===== src/design/tbsc_pkg.sv =====
// Package for the table byte stuffing codec: item and configuration types,
// register indexes and the rule field helpers. No dependencies.
package tbsc_pkg;

	localparam int unsigned MaxPattern = 3;
	localparam int unsigned MaxRules   = 4;
	localparam int unsigned RuleRegs   = 4;
	localparam int unsigned RuleWidth  = 52;
	localparam int unsigned QDepth     = 4;

	typedef logic [RuleWidth-1:0] rule_t;

	typedef enum logic [2:0] {
		REG_DIRECTION  = 3'd0,
		REG_RULE_COUNT = 3'd1,
		REG_RULE_ZERO  = 3'd2,
		REG_RULE_ONE   = 3'd3,
		REG_RULE_TWO   = 3'd4,
		REG_RULE_THREE = 3'd5
	} reg_idx_t;

	typedef struct packed {
		logic                      direction;
		logic [2:0]                rule_count;
		rule_t [RuleRegs-1:0]      rules;
	} cfg_t;

	typedef struct packed {
		logic [7:0] data_byte;
		logic       end_of_frame;
	} item_t;

	// Length of the raw (escaped = 0) or escaped (escaped = 1) pattern.
	function automatic logic [1:0] pat_len(rule_t r, logic escaped);
		return escaped ? r[27:26] : r[1:0];
	endfunction

	// Byte k (0 to 2) of the raw or escaped pattern.
	function automatic logic [7:0] pat_byte(rule_t r, logic escaped, logic [1:0] k);
		logic [5:0] base;
		base = (escaped ? 6'd28 : 6'd2) + {1'b0, k, 3'b000};
		return r[base +: 8];
	endfunction

endpackage


===== src/design/tbsc_if.sv =====
// Stream interfaces of the table byte stuffing codec: the input word channel
// and the output word channel. No dependencies.
interface tbsc_in_if;
	logic       valid;
	logic       ready;
	logic [7:0] data_byte;
	logic       end_of_frame;
	modport source (output valid, data_byte, end_of_frame, input ready);
	modport sink   (input valid, data_byte, end_of_frame, output ready);
endinterface

interface tbsc_out_if;
	logic       valid;
	logic       ready;
	logic [7:0] out_byte;
	logic       out_last;
	modport source (output valid, out_byte, out_last, input ready);
	modport sink   (input valid, out_byte, out_last, output ready);
endinterface


===== src/design/tbsc_front.sv =====
// Front end of the codec: accepts input words, tags them as frame body or
// frame end and holds them in a short queue. Uses tbsc_pkg and tbsc_in_if.
module tbsc_front (
	input  logic            clk,
	input  logic            arst_n,
	tbsc_in_if.sink         rx,
	output tbsc_pkg::item_t head,
	output logic            head_valid,
	input  logic            pop
);
	import tbsc_pkg::*;

	localparam int unsigned PtrW = $clog2(QDepth);
	localparam int unsigned CntW = $clog2(QDepth + 1);

	item_t             mem_q [QDepth];
	logic [PtrW-1:0]   wr_ptr_q;
	logic [PtrW-1:0]   rd_ptr_q;
	logic [CntW-1:0]   cnt_q;
	logic              push;
	item_t             item_in;

	assign rx.ready   = (cnt_q != CntW'(QDepth));
	assign push       = rx.valid && rx.ready;
	assign head_valid = (cnt_q != '0);
	assign head       = mem_q[rd_ptr_q];

	always_comb begin
		item_in.data_byte    = rx.data_byte;
		item_in.end_of_frame = rx.end_of_frame;
	end

	always_ff @(posedge clk) begin
		if (push) begin
			mem_q[wr_ptr_q] <= item_in;
		end
	end

	always_ff @(posedge clk or negedge arst_n) begin
		if (!arst_n) begin
			wr_ptr_q <= '0;
			rd_ptr_q <= '0;
			cnt_q    <= '0;
		end else begin
			if (push) begin
				wr_ptr_q <= wr_ptr_q + PtrW'(1);
			end
			if (pop) begin
				rd_ptr_q <= rd_ptr_q + PtrW'(1);
			end
			if (push && !pop) begin
				cnt_q <= cnt_q + CntW'(1);
			end else if (pop && !push) begin
				cnt_q <= cnt_q - CntW'(1);
			end
		end
	end

	a_cnt_bound: assert property (@(posedge clk) disable iff (!arst_n)
		cnt_q <= CntW'(QDepth))
		else $error("queue count beyond depth");

	a_cnt_up: assert property (@(posedge clk) disable iff (!arst_n)
		push && !pop |=> cnt_q == $past(cnt_q) + CntW'(1))
		else $error("queue count did not grow on a lone push");

	a_cnt_down: assert property (@(posedge clk) disable iff (!arst_n)
		pop && !push |=> cnt_q == $past(cnt_q) - CntW'(1))
		else $error("queue count did not shrink on a lone pop");

endmodule


===== src/design/tbsc_back.sv =====
// Back end of the codec: lookahead window, rule matching, replacement
// buffer and output register. Uses tbsc_pkg and tbsc_out_if.
module tbsc_back (
	input  logic            clk,
	input  logic            arst_n,
	input  tbsc_pkg::cfg_t  cfg,
	input  tbsc_pkg::item_t head,
	input  logic            head_valid,
	output logic            pop,
	tbsc_out_if.source      tx
);
	import tbsc_pkg::*;

	logic [7:0] win_q [MaxPattern];
	logic [1:0] fill_q;
	logic       flush_q;
	logic [7:0] rep_q [2];
	logic [1:0] rep_cnt_q;
	logic       rep_last_q;
	logic       out_valid_q;
	logic [7:0] out_byte_q;
	logic       out_last_q;

	logic       adv;
	logic       pending;
	logic       decide;
	logic       emit_rep;
	logic [7:0] eff_win [MaxPattern];
	logic [1:0] eff_fill;
	logic       eff_flush;
	logic       frame_done;
	logic [2:0] active;
	logic       match_esc;

	logic [1:0] m_len [RuleRegs];
	logic [1:0] r_len [RuleRegs];
	logic       hit   [RuleRegs];
	logic       found;
	logic [1:0] sel_ml;
	logic [1:0] sel_rl;
	logic [7:0] sel_rep [MaxPattern];
	logic [7:0] shifted [MaxPattern];
	logic [2:0] src_idx [MaxPattern];

	assign adv      = !out_valid_q || tx.ready;
	assign pending  = (fill_q == 2'(MaxPattern)) || (flush_q && fill_q != 2'd0);
	assign pop      = adv && (rep_cnt_q == 2'd0) && !pending && head_valid;
	assign emit_rep = adv && (rep_cnt_q != 2'd0);

	always_comb begin
		for (int i = 0; i < MaxPattern; i++) begin
			eff_win[i] = (pop && fill_q == 2'(i)) ? head.data_byte : win_q[i];
		end
	end

	assign eff_fill   = fill_q + {1'b0, pop};
	assign eff_flush  = flush_q || (pop && head.end_of_frame);
	assign decide     = adv && (rep_cnt_q == 2'd0) &&
		((eff_fill == 2'(MaxPattern)) || (eff_flush && eff_fill != 2'd0));
	assign active     = (cfg.rule_count > 3'(MaxRules)) ? 3'(MaxRules) : cfg.rule_count;
	assign match_esc  = !cfg.direction;

	// Per rule match against the window head; all rules compared in parallel.
	always_comb begin
		for (int j = 0; j < RuleRegs; j++) begin
			m_len[j] = pat_len(cfg.rules[j], match_esc);
			r_len[j] = pat_len(cfg.rules[j], !match_esc);
			hit[j]   = (3'(j) < active) && (m_len[j] != 2'd0) && (r_len[j] != 2'd0) &&
				(m_len[j] <= eff_fill);
			for (int k = 0; k < MaxPattern; k++) begin
				if ((2'(k) < m_len[j]) &&
				    (eff_win[k] != pat_byte(cfg.rules[j], match_esc, 2'(k)))) begin
					hit[j] = 1'b0;
				end
			end
		end
	end

	// First hit in table order wins; otherwise the head byte passes through.
	always_comb begin
		found      = 1'b0;
		sel_ml     = 2'd1;
		sel_rl     = 2'd1;
		sel_rep[0] = eff_win[0];
		for (int k = 1; k < MaxPattern; k++) begin
			sel_rep[k] = 8'd0;
		end
		for (int j = 0; j < RuleRegs; j++) begin
			if (!found && hit[j]) begin
				found  = 1'b1;
				sel_ml = m_len[j];
				sel_rl = r_len[j];
				for (int k = 0; k < MaxPattern; k++) begin
					sel_rep[k] = pat_byte(cfg.rules[j], !match_esc, 2'(k));
				end
			end
		end
	end

	always_comb begin
		for (int i = 0; i < MaxPattern; i++) begin
			src_idx[i] = 3'(i) + {1'b0, sel_ml};
			shifted[i] = (src_idx[i] < 3'(MaxPattern)) ? eff_win[src_idx[i][1:0]] : eff_win[i];
		end
	end

	assign frame_done = eff_flush && (eff_fill == sel_ml);

	// Control state.
	always_ff @(posedge clk or negedge arst_n) begin
		if (!arst_n) begin
			fill_q      <= 2'd0;
			flush_q     <= 1'b0;
			rep_cnt_q   <= 2'd0;
			rep_last_q  <= 1'b0;
			out_valid_q <= 1'b0;
		end else begin
			priority if (decide) begin
				fill_q      <= eff_fill - sel_ml;
				flush_q     <= eff_flush && !frame_done;
				rep_cnt_q   <= sel_rl - 2'd1;
				rep_last_q  <= frame_done && (sel_rl != 2'd1);
				out_valid_q <= 1'b1;
			end else if (emit_rep) begin
				rep_cnt_q   <= rep_cnt_q - 2'd1;
				rep_last_q  <= rep_last_q && (rep_cnt_q != 2'd1);
				out_valid_q <= 1'b1;
			end else begin
				if (pop) begin
					fill_q  <= eff_fill;
					flush_q <= eff_flush;
				end
				if (tx.ready) begin
					out_valid_q <= 1'b0;
				end
			end
		end
	end

	// Payload.
	always_ff @(posedge clk) begin
		priority if (decide) begin
			win_q      <= shifted;
			rep_q[0]   <= sel_rep[1];
			rep_q[1]   <= sel_rep[2];
			out_byte_q <= sel_rep[0];
			out_last_q <= frame_done && (sel_rl == 2'd1);
		end else if (emit_rep) begin
			rep_q[0]   <= rep_q[1];
			out_byte_q <= rep_q[0];
			out_last_q <= rep_last_q && (rep_cnt_q == 2'd1);
		end else if (pop) begin
			win_q <= eff_win;
		end else begin
			// Nothing moves: the window and the output word hold.
		end
	end

	assign tx.valid    = out_valid_q;
	assign tx.out_byte = out_byte_q;
	assign tx.out_last = out_last_q;

	a_flush_nonempty: assert property (@(posedge clk) disable iff (!arst_n)
		flush_q |-> fill_q != 2'd0)
		else $error("flush pending on an empty window");

	a_rep_last: assert property (@(posedge clk) disable iff (!arst_n)
		rep_last_q |-> rep_cnt_q != 2'd0)
		else $error("frame end mark held with no replacement bytes left");

	a_last_drained: assert property (@(posedge clk) disable iff (!arst_n)
		out_valid_q && out_last_q |-> fill_q == 2'd0 && rep_cnt_q == 2'd0 && !flush_q)
		else $error("last word shown while frame bytes remain");

endmodule


===== src/design/table_byte_stuffing_codec.sv =====
// Top level of the table byte stuffing codec: configuration registers and
// the front and back ends. Uses tbsc_pkg, tbsc_if, tbsc_front, tbsc_back.
//
//   channel | direction | handshake     | payload
//   --------+-----------+---------------+-------------------------------
//   rx      | in        | valid / ready | data_byte[7:0], end_of_frame
//   tx      | out       | valid / ready | out_byte[7:0], out_last
//   wr_*    | in        | wr_en only    | wr_index[2:0], wr_data[51:0]
//
// One input word is taken per cycle while the queue has room. A word is
// registered in the queue, and the first result word of the decision it
// completes goes through the output register before it shows on tx.
// A replacement of n bytes holds the back end until all n are out, and an
// end of frame drains the window one decision per cycle while tx is ready,
// so words wait in the four-entry queue and rx.ready falls only when full.
// Reset clears the queue, the window fill and the output register and sets
// the registers to escaping with no active rules. A stall on tx freezes the
// back end only; the front end keeps taking words until the queue is full.
module table_byte_stuffing_codec (
	input  logic                          clk,
	input  logic                          arst_n,
	tbsc_in_if.sink                       rx,
	tbsc_out_if.source                    tx,
	input  logic                          wr_en,
	input  logic [2:0]                    wr_index,
	input  logic [tbsc_pkg::RuleWidth-1:0] wr_data
);
	import tbsc_pkg::*;

	logic                 direction_q;
	logic [2:0]           rule_count_q;
	rule_t [RuleRegs-1:0] rules_q;
	cfg_t                 cfg;
	item_t                head;
	logic                 head_valid;
	logic                 pop;

	// Register writes; an index past the last rule register is dropped.
	always_ff @(posedge clk or negedge arst_n) begin
		if (!arst_n) begin
			direction_q  <= 1'b1;
			rule_count_q <= 3'd0;
			rules_q      <= '0;
		end else if (wr_en) begin
			unique case (reg_idx_t'(wr_index))
				REG_DIRECTION:  direction_q  <= wr_data[0];
				REG_RULE_COUNT: rule_count_q <= wr_data[2:0];
				REG_RULE_ZERO:  rules_q[0]   <= wr_data;
				REG_RULE_ONE:   rules_q[1]   <= wr_data;
				REG_RULE_TWO:   rules_q[2]   <= wr_data;
				REG_RULE_THREE: rules_q[3]   <= wr_data;
				default: begin
				end
			endcase
		end
	end

	always_comb begin
		cfg.direction  = direction_q;
		cfg.rule_count = rule_count_q;
		cfg.rules      = rules_q;
	end

	// Front end: accepts words and queues them for the back end.
	tbsc_front u_front (
		.clk        (clk),
		.arst_n     (arst_n),
		.rx         (rx),
		.head       (head),
		.head_valid (head_valid),
		.pop        (pop)
	);

	// Back end: window, rule matching and output register.
	tbsc_back u_back (
		.clk        (clk),
		.arst_n     (arst_n),
		.cfg        (cfg),
		.head       (head),
		.head_valid (head_valid),
		.pop        (pop),
		.tx         (tx)
	);

endmodule


===== src/flat_wrapper.sv =====
// flat-port wrapper written by rule: the top's interface ports become plain ports
module table_byte_stuffing_codec_flat import tbsc_pkg::*;
  (clk, arst_n, wr_en, wr_index, wr_data, rx_valid, rx_data_byte, rx_end_of_frame, rx_ready, tx_valid, tx_out_byte, tx_out_last, tx_ready);
  tbsc_in_if rx_i ();
  tbsc_out_if tx_i ();
  input  logic clk;
  input  logic arst_n;
  input  logic wr_en;
  input  logic [2:0] wr_index;
  input  logic [tbsc_pkg::RuleWidth-1:0] wr_data;
  input wire logic [$bits(rx_i.valid)-1:0] rx_valid;
  input wire logic [$bits(rx_i.data_byte)-1:0] rx_data_byte;
  input wire logic [$bits(rx_i.end_of_frame)-1:0] rx_end_of_frame;
  output wire logic [$bits(rx_i.ready)-1:0] rx_ready;
  output wire logic [$bits(tx_i.valid)-1:0] tx_valid;
  output wire logic [$bits(tx_i.out_byte)-1:0] tx_out_byte;
  output wire logic [$bits(tx_i.out_last)-1:0] tx_out_last;
  input wire logic [$bits(tx_i.ready)-1:0] tx_ready;
  assign rx_i.valid = rx_valid;
  assign rx_i.data_byte = rx_data_byte;
  assign rx_i.end_of_frame = rx_end_of_frame;
  assign rx_ready = rx_i.ready;
  assign tx_valid = tx_i.valid;
  assign tx_out_byte = tx_i.out_byte;
  assign tx_out_last = tx_i.out_last;
  assign tx_i.ready = tx_ready;
  table_byte_stuffing_codec u_core (.clk(clk), .arst_n(arst_n), .rx(rx_i), .tx(tx_i), .wr_en(wr_en), .wr_index(wr_index), .wr_data(wr_data));
endmodule

===== config.mk =====
export PLATFORM = sky130hd
export DESIGN_NAME = table_byte_stuffing_codec_flat
export DESIGN_NICKNAME = d
export VERILOG_FILES = /design/src/design/tbsc_pkg.sv /design/src/design/tbsc_if.sv /design/src/design/tbsc_front.sv /design/src/design/tbsc_back.sv /design/src/design/table_byte_stuffing_codec.sv /design/src/flat_wrapper.sv
export SDC_FILE = /design/constraint.sdc
export NUM_CORES = 1
export LEC_CHECK = 0
export BUFFER_PORTS_ARGS = -buffer_cell sky130_fd_sc_hd__buf_2
export CAP_MARGIN = 20
export CORE_ASPECT_RATIO = 0.5
export CORE_MARGIN = 8
export CORE_UTILIZATION = 50
export CTS_BUF_LIST = sky130_fd_sc_hd__clkbuf_8
export DETAILED_ROUTE_END_ITERATION = 8
export HOLD_SLACK_MARGIN = 0.08
export PLACE_DENSITY = 0.75
export RECOVER_POWER = 100
export SYNTH_ARGS = -nofsm -noshare
export SYNTH_HDL_FRONTEND = slang
export SYNTH_SLANG_ARGS = --single-unit

===== constraint.sdc =====
create_clock -name clk -period 6.4 [get_ports clk]
set_input_delay 0.96 -clock clk [delete_from_list [all_inputs] [get_ports clk]]
set_output_delay 0.96 -clock clk [all_outputs]
set_load 0.01 [all_outputs]

==> results.toml <==
[synth]
yosysSeqAreaShare = 0.471
synthFlopType = "dfrtp_1"
avgSynthCellArea_um2 = 12.4
synth_fp_nets = 1494
synth_edf_count = 85
ys_seq_elements = 311
ys_warn_count = 0
syn_area_mm2 = 0.0174
postSynthCellCount = 1404
synth_cell_types = 82
async_reset_ff_frac = 0.727

[pwr]
totalPowerFinal_w = 0.00828
irDropWorstVdd_uv = 248
p_leak_nw = 8.06
powerDensity_mw_per_mm2 = 425

[detailed_routing]
routed_wl_um = 50700
drc = 0
vias_per_cell = 6.25
num_vias = 12700
drt-wirelength-per-cell_um = 24.9
drtIter0Drc = 1458
drtPass1Iterations = 8
ant_nets = 0

[grt]
grt.total_usage = 0.239
grt_pass1_vias = 12600
overflow = 0
antenna_found_initial = 1
grt_pass1_wl_um = 76800
grt_max_degree = 122

[clock_tree]
postCtsHoldBufs = 0
clk_latency_ps = 600
cts-root-buf = "clkbuf_8"
cts_tree = "built"
numCtsBuffers = 47
post_cts_resized = 0
post_cts_buffers = 0
path_clk_slew_ps = 60
cts.sinks = 311
htree_levels = 2
clockBufferDepth = 3

[cells_and_area]
final_cell_count_no_fill = 2032
utilization = 0.566
nets = 1610
syn_to_final_growth_pct = 11.6
finalInstanceArea_mm2 = 0.0195
drive_gt1_frac = 0.290
diodes = 0

[timing]
rsz0062_at_grt = "no"
drv_slew = 318
setup_viol = 0
skew_ps = 26.4
hold_viol = 0
tns_ps = 0
relSlewSlack = -2.27
fin_crit_sh = 0.929
fmax_ghz = 0.168
worst_slew_pin_slew_ps = 4900
post-route-min-period_ps = 5950

[floorplan]
start_util = 0.507
dieArea_mm2 = 0.0415
dieWidth_um = 280
ios = 80
rows = 48
coreArea_mm2 = 0.0344
die_h_um = 148

[placed_design]
portBuffers = 79
dpl.cell_count = 1945
routabilityCongestion = 0.951
hpwl_um = 36400
dpl_cell_area_mm2 = 0.0186

[flow_run]
max_cap_viol_count = 5

[setup_path]
startpoint_type = "flop"
setup.worst_path.end_class = "flop"
worstPathArrival_ps = 6250
required_ps = 6700
path_class = "flop to flop"
worst-path-max-fanout = 11

[outcome]
status = "complete, but fails checks"
violations = "capacitance limit, slew limit"

[worst_hold_path]
hold_class = "flop to flop"
-- area by class of cell --
class | count | area (um^2)
tap | 475 | 594
timing repair buffer | 139 | 783
clock inverter | 32 | 215
inverter | 28 | 105
fill | 2872 | 15000
sequential | 311 | 8210
clock buffer | 54 | 743
multi-input combinational | 993 | 8810
-- cell usage in the layout (no fill, tap or decap), types with 12 or more instances in the layout --
cell type	Yosys	final
mux2i_1	192	192
o221ai_1	12	12
nor4_1	15	14
mux2_2	266	264
ha_1	20	20
nand2_1	45	45
buf_4	3	36
nand4_1	14	14
a21oi_1	23	23
xor2_1	43	44
clkbuf_8	0	54
o21ai_0	47	48
clkbuf_1	44	42
nand3_1	11	12
a22oi_1	16	16
edfxtp_1	85	85
xnor2_1	37	37
inv_1	27	46
nor3_1	14	13
buf_2	16	56
o211ai_1	19	19
dfrtp_1	225	225
nor2_1	33	33
o22ai_1	26	26
-- power by group --
group | switching [W] | internal (W)
sequential | 0.000456 | 0.00267
combinational | 0.00201 | 0.00144
clock | 0.000812 | 0.000893
total | 0.00328 | 0.00500
-- layer usage --
metal / vias up / wire, um / track usage
met5: - / 0 / 0
met4: 0 / 975 / 0.0524
met3: 85 / 4120 / 0.0513
met2: 564 / 22000 / 0.357
met1: 6479 / 23500 / 0.354
li1: 5578 / - / -
-- worst max-delay path: stages, from the launching register on --
cell	delay, ps
dfrtp_1	750
mux4_2	760
mux2i_1	610
clkbuf_1	340
xnor2_1	170
nand3_1	140
or4_1	670
or3_1	560
buf_4	260
a32oi_1	450
ha_1	270
nand2b_1	120
nor2_1	80
nand2_4	130
a2bb2oi_1	180
o221ai_1	150
-- synthesized netlist by cell type, types with 15 or more instances --
| master | instances | share of area |
|---|---|---|
| buf_2 | 16 | 0.0046 |
| a21oi_1 | 23 | 0.0066 |
| xnor2_1 | 37 | 0.019 |
| nor2_1 | 33 | 0.0071 |
| mux2_2 | 266 | 0.17 |
| a22oi_1 | 16 | 0.0069 |
| xor2_1 | 43 | 0.022 |
| edfxtp_1 | 85 | 0.15 |
| ha_1 | 20 | 0.014 |
| o211ai_1 | 19 | 0.0082 |
| inv_1 | 27 | 0.0058 |
| mux2i_1 | 192 | 0.11 |
| o22ai_1 | 26 | 0.0093 |
| nor4_1 | 15 | 0.0054 |
| o21ai_0 | 47 | 0.013 |
| dfrtp_1 | 225 | 0.32 |
| nand2_1 | 45 | 0.0097 |
| clkbuf_1 | 44 | 0.0095 |
-- final timing paths --
path | slack [ps] | to | depth (start not counted) | startpoint
min reg2reg | 530 | u_core.cfg[45] | 1 | u_core.cfg[45]
min in group asynchronous | 2320 | u_core.u_front.wr_ptr_q[1] | 1 | arst_n
min | 530 | u_core.cfg[45] | 1 | u_core.cfg[45]
max reg2reg | 450 | u_core.u_back.win_q[14] | 15 | u_core.u_front.rd_ptr_q[0]
max in group asynchronous | 1230 | u_core.cfg[54] | 1 | arst_n
max | 450 | u_core.u_back.win_q[14] | 15 | u_core.u_front.rd_ptr_q[0]
-- flip-flops by register name, indices dropped and copies added (netlist names), 3 cells and up --
name / flops
u_core.cfg: 208
u_core.u_front.mem_q: 36
u_core.u_back.win_q: 24
u_core.u_back.rep_q: 16
u_core.u_back.tx.out_byte: 8
u_core.rule_count_q: 3
u_core.u_front.cnt_q: 3
-- logic make-up after synthesis --
family | after synthesis | share of synthesized area
AND/OR/NAND/NOR | 203 | 0.0654
adder cells (fa/ha/maj) | 22 | 0.0161
XOR/XNOR | 81 | 0.0411
flip-flops | 311 | 0.471
multiplexers | 467 | 0.294
AO/OA/AOI/OAI | 220 | 0.0891
buffers and inverters | 100 | 0.0238
-- metrics by stage --
step	hold slack, ps	worst slack (ps)
3_5_place_dp	517	330
4_1_cts	396	667
5_1_grt	548	158
6_report	530	452
2_1_floorplan	491	381
3_3_place_gp	508	463
No activity file was read; power rests on OpenSTA's default activity.
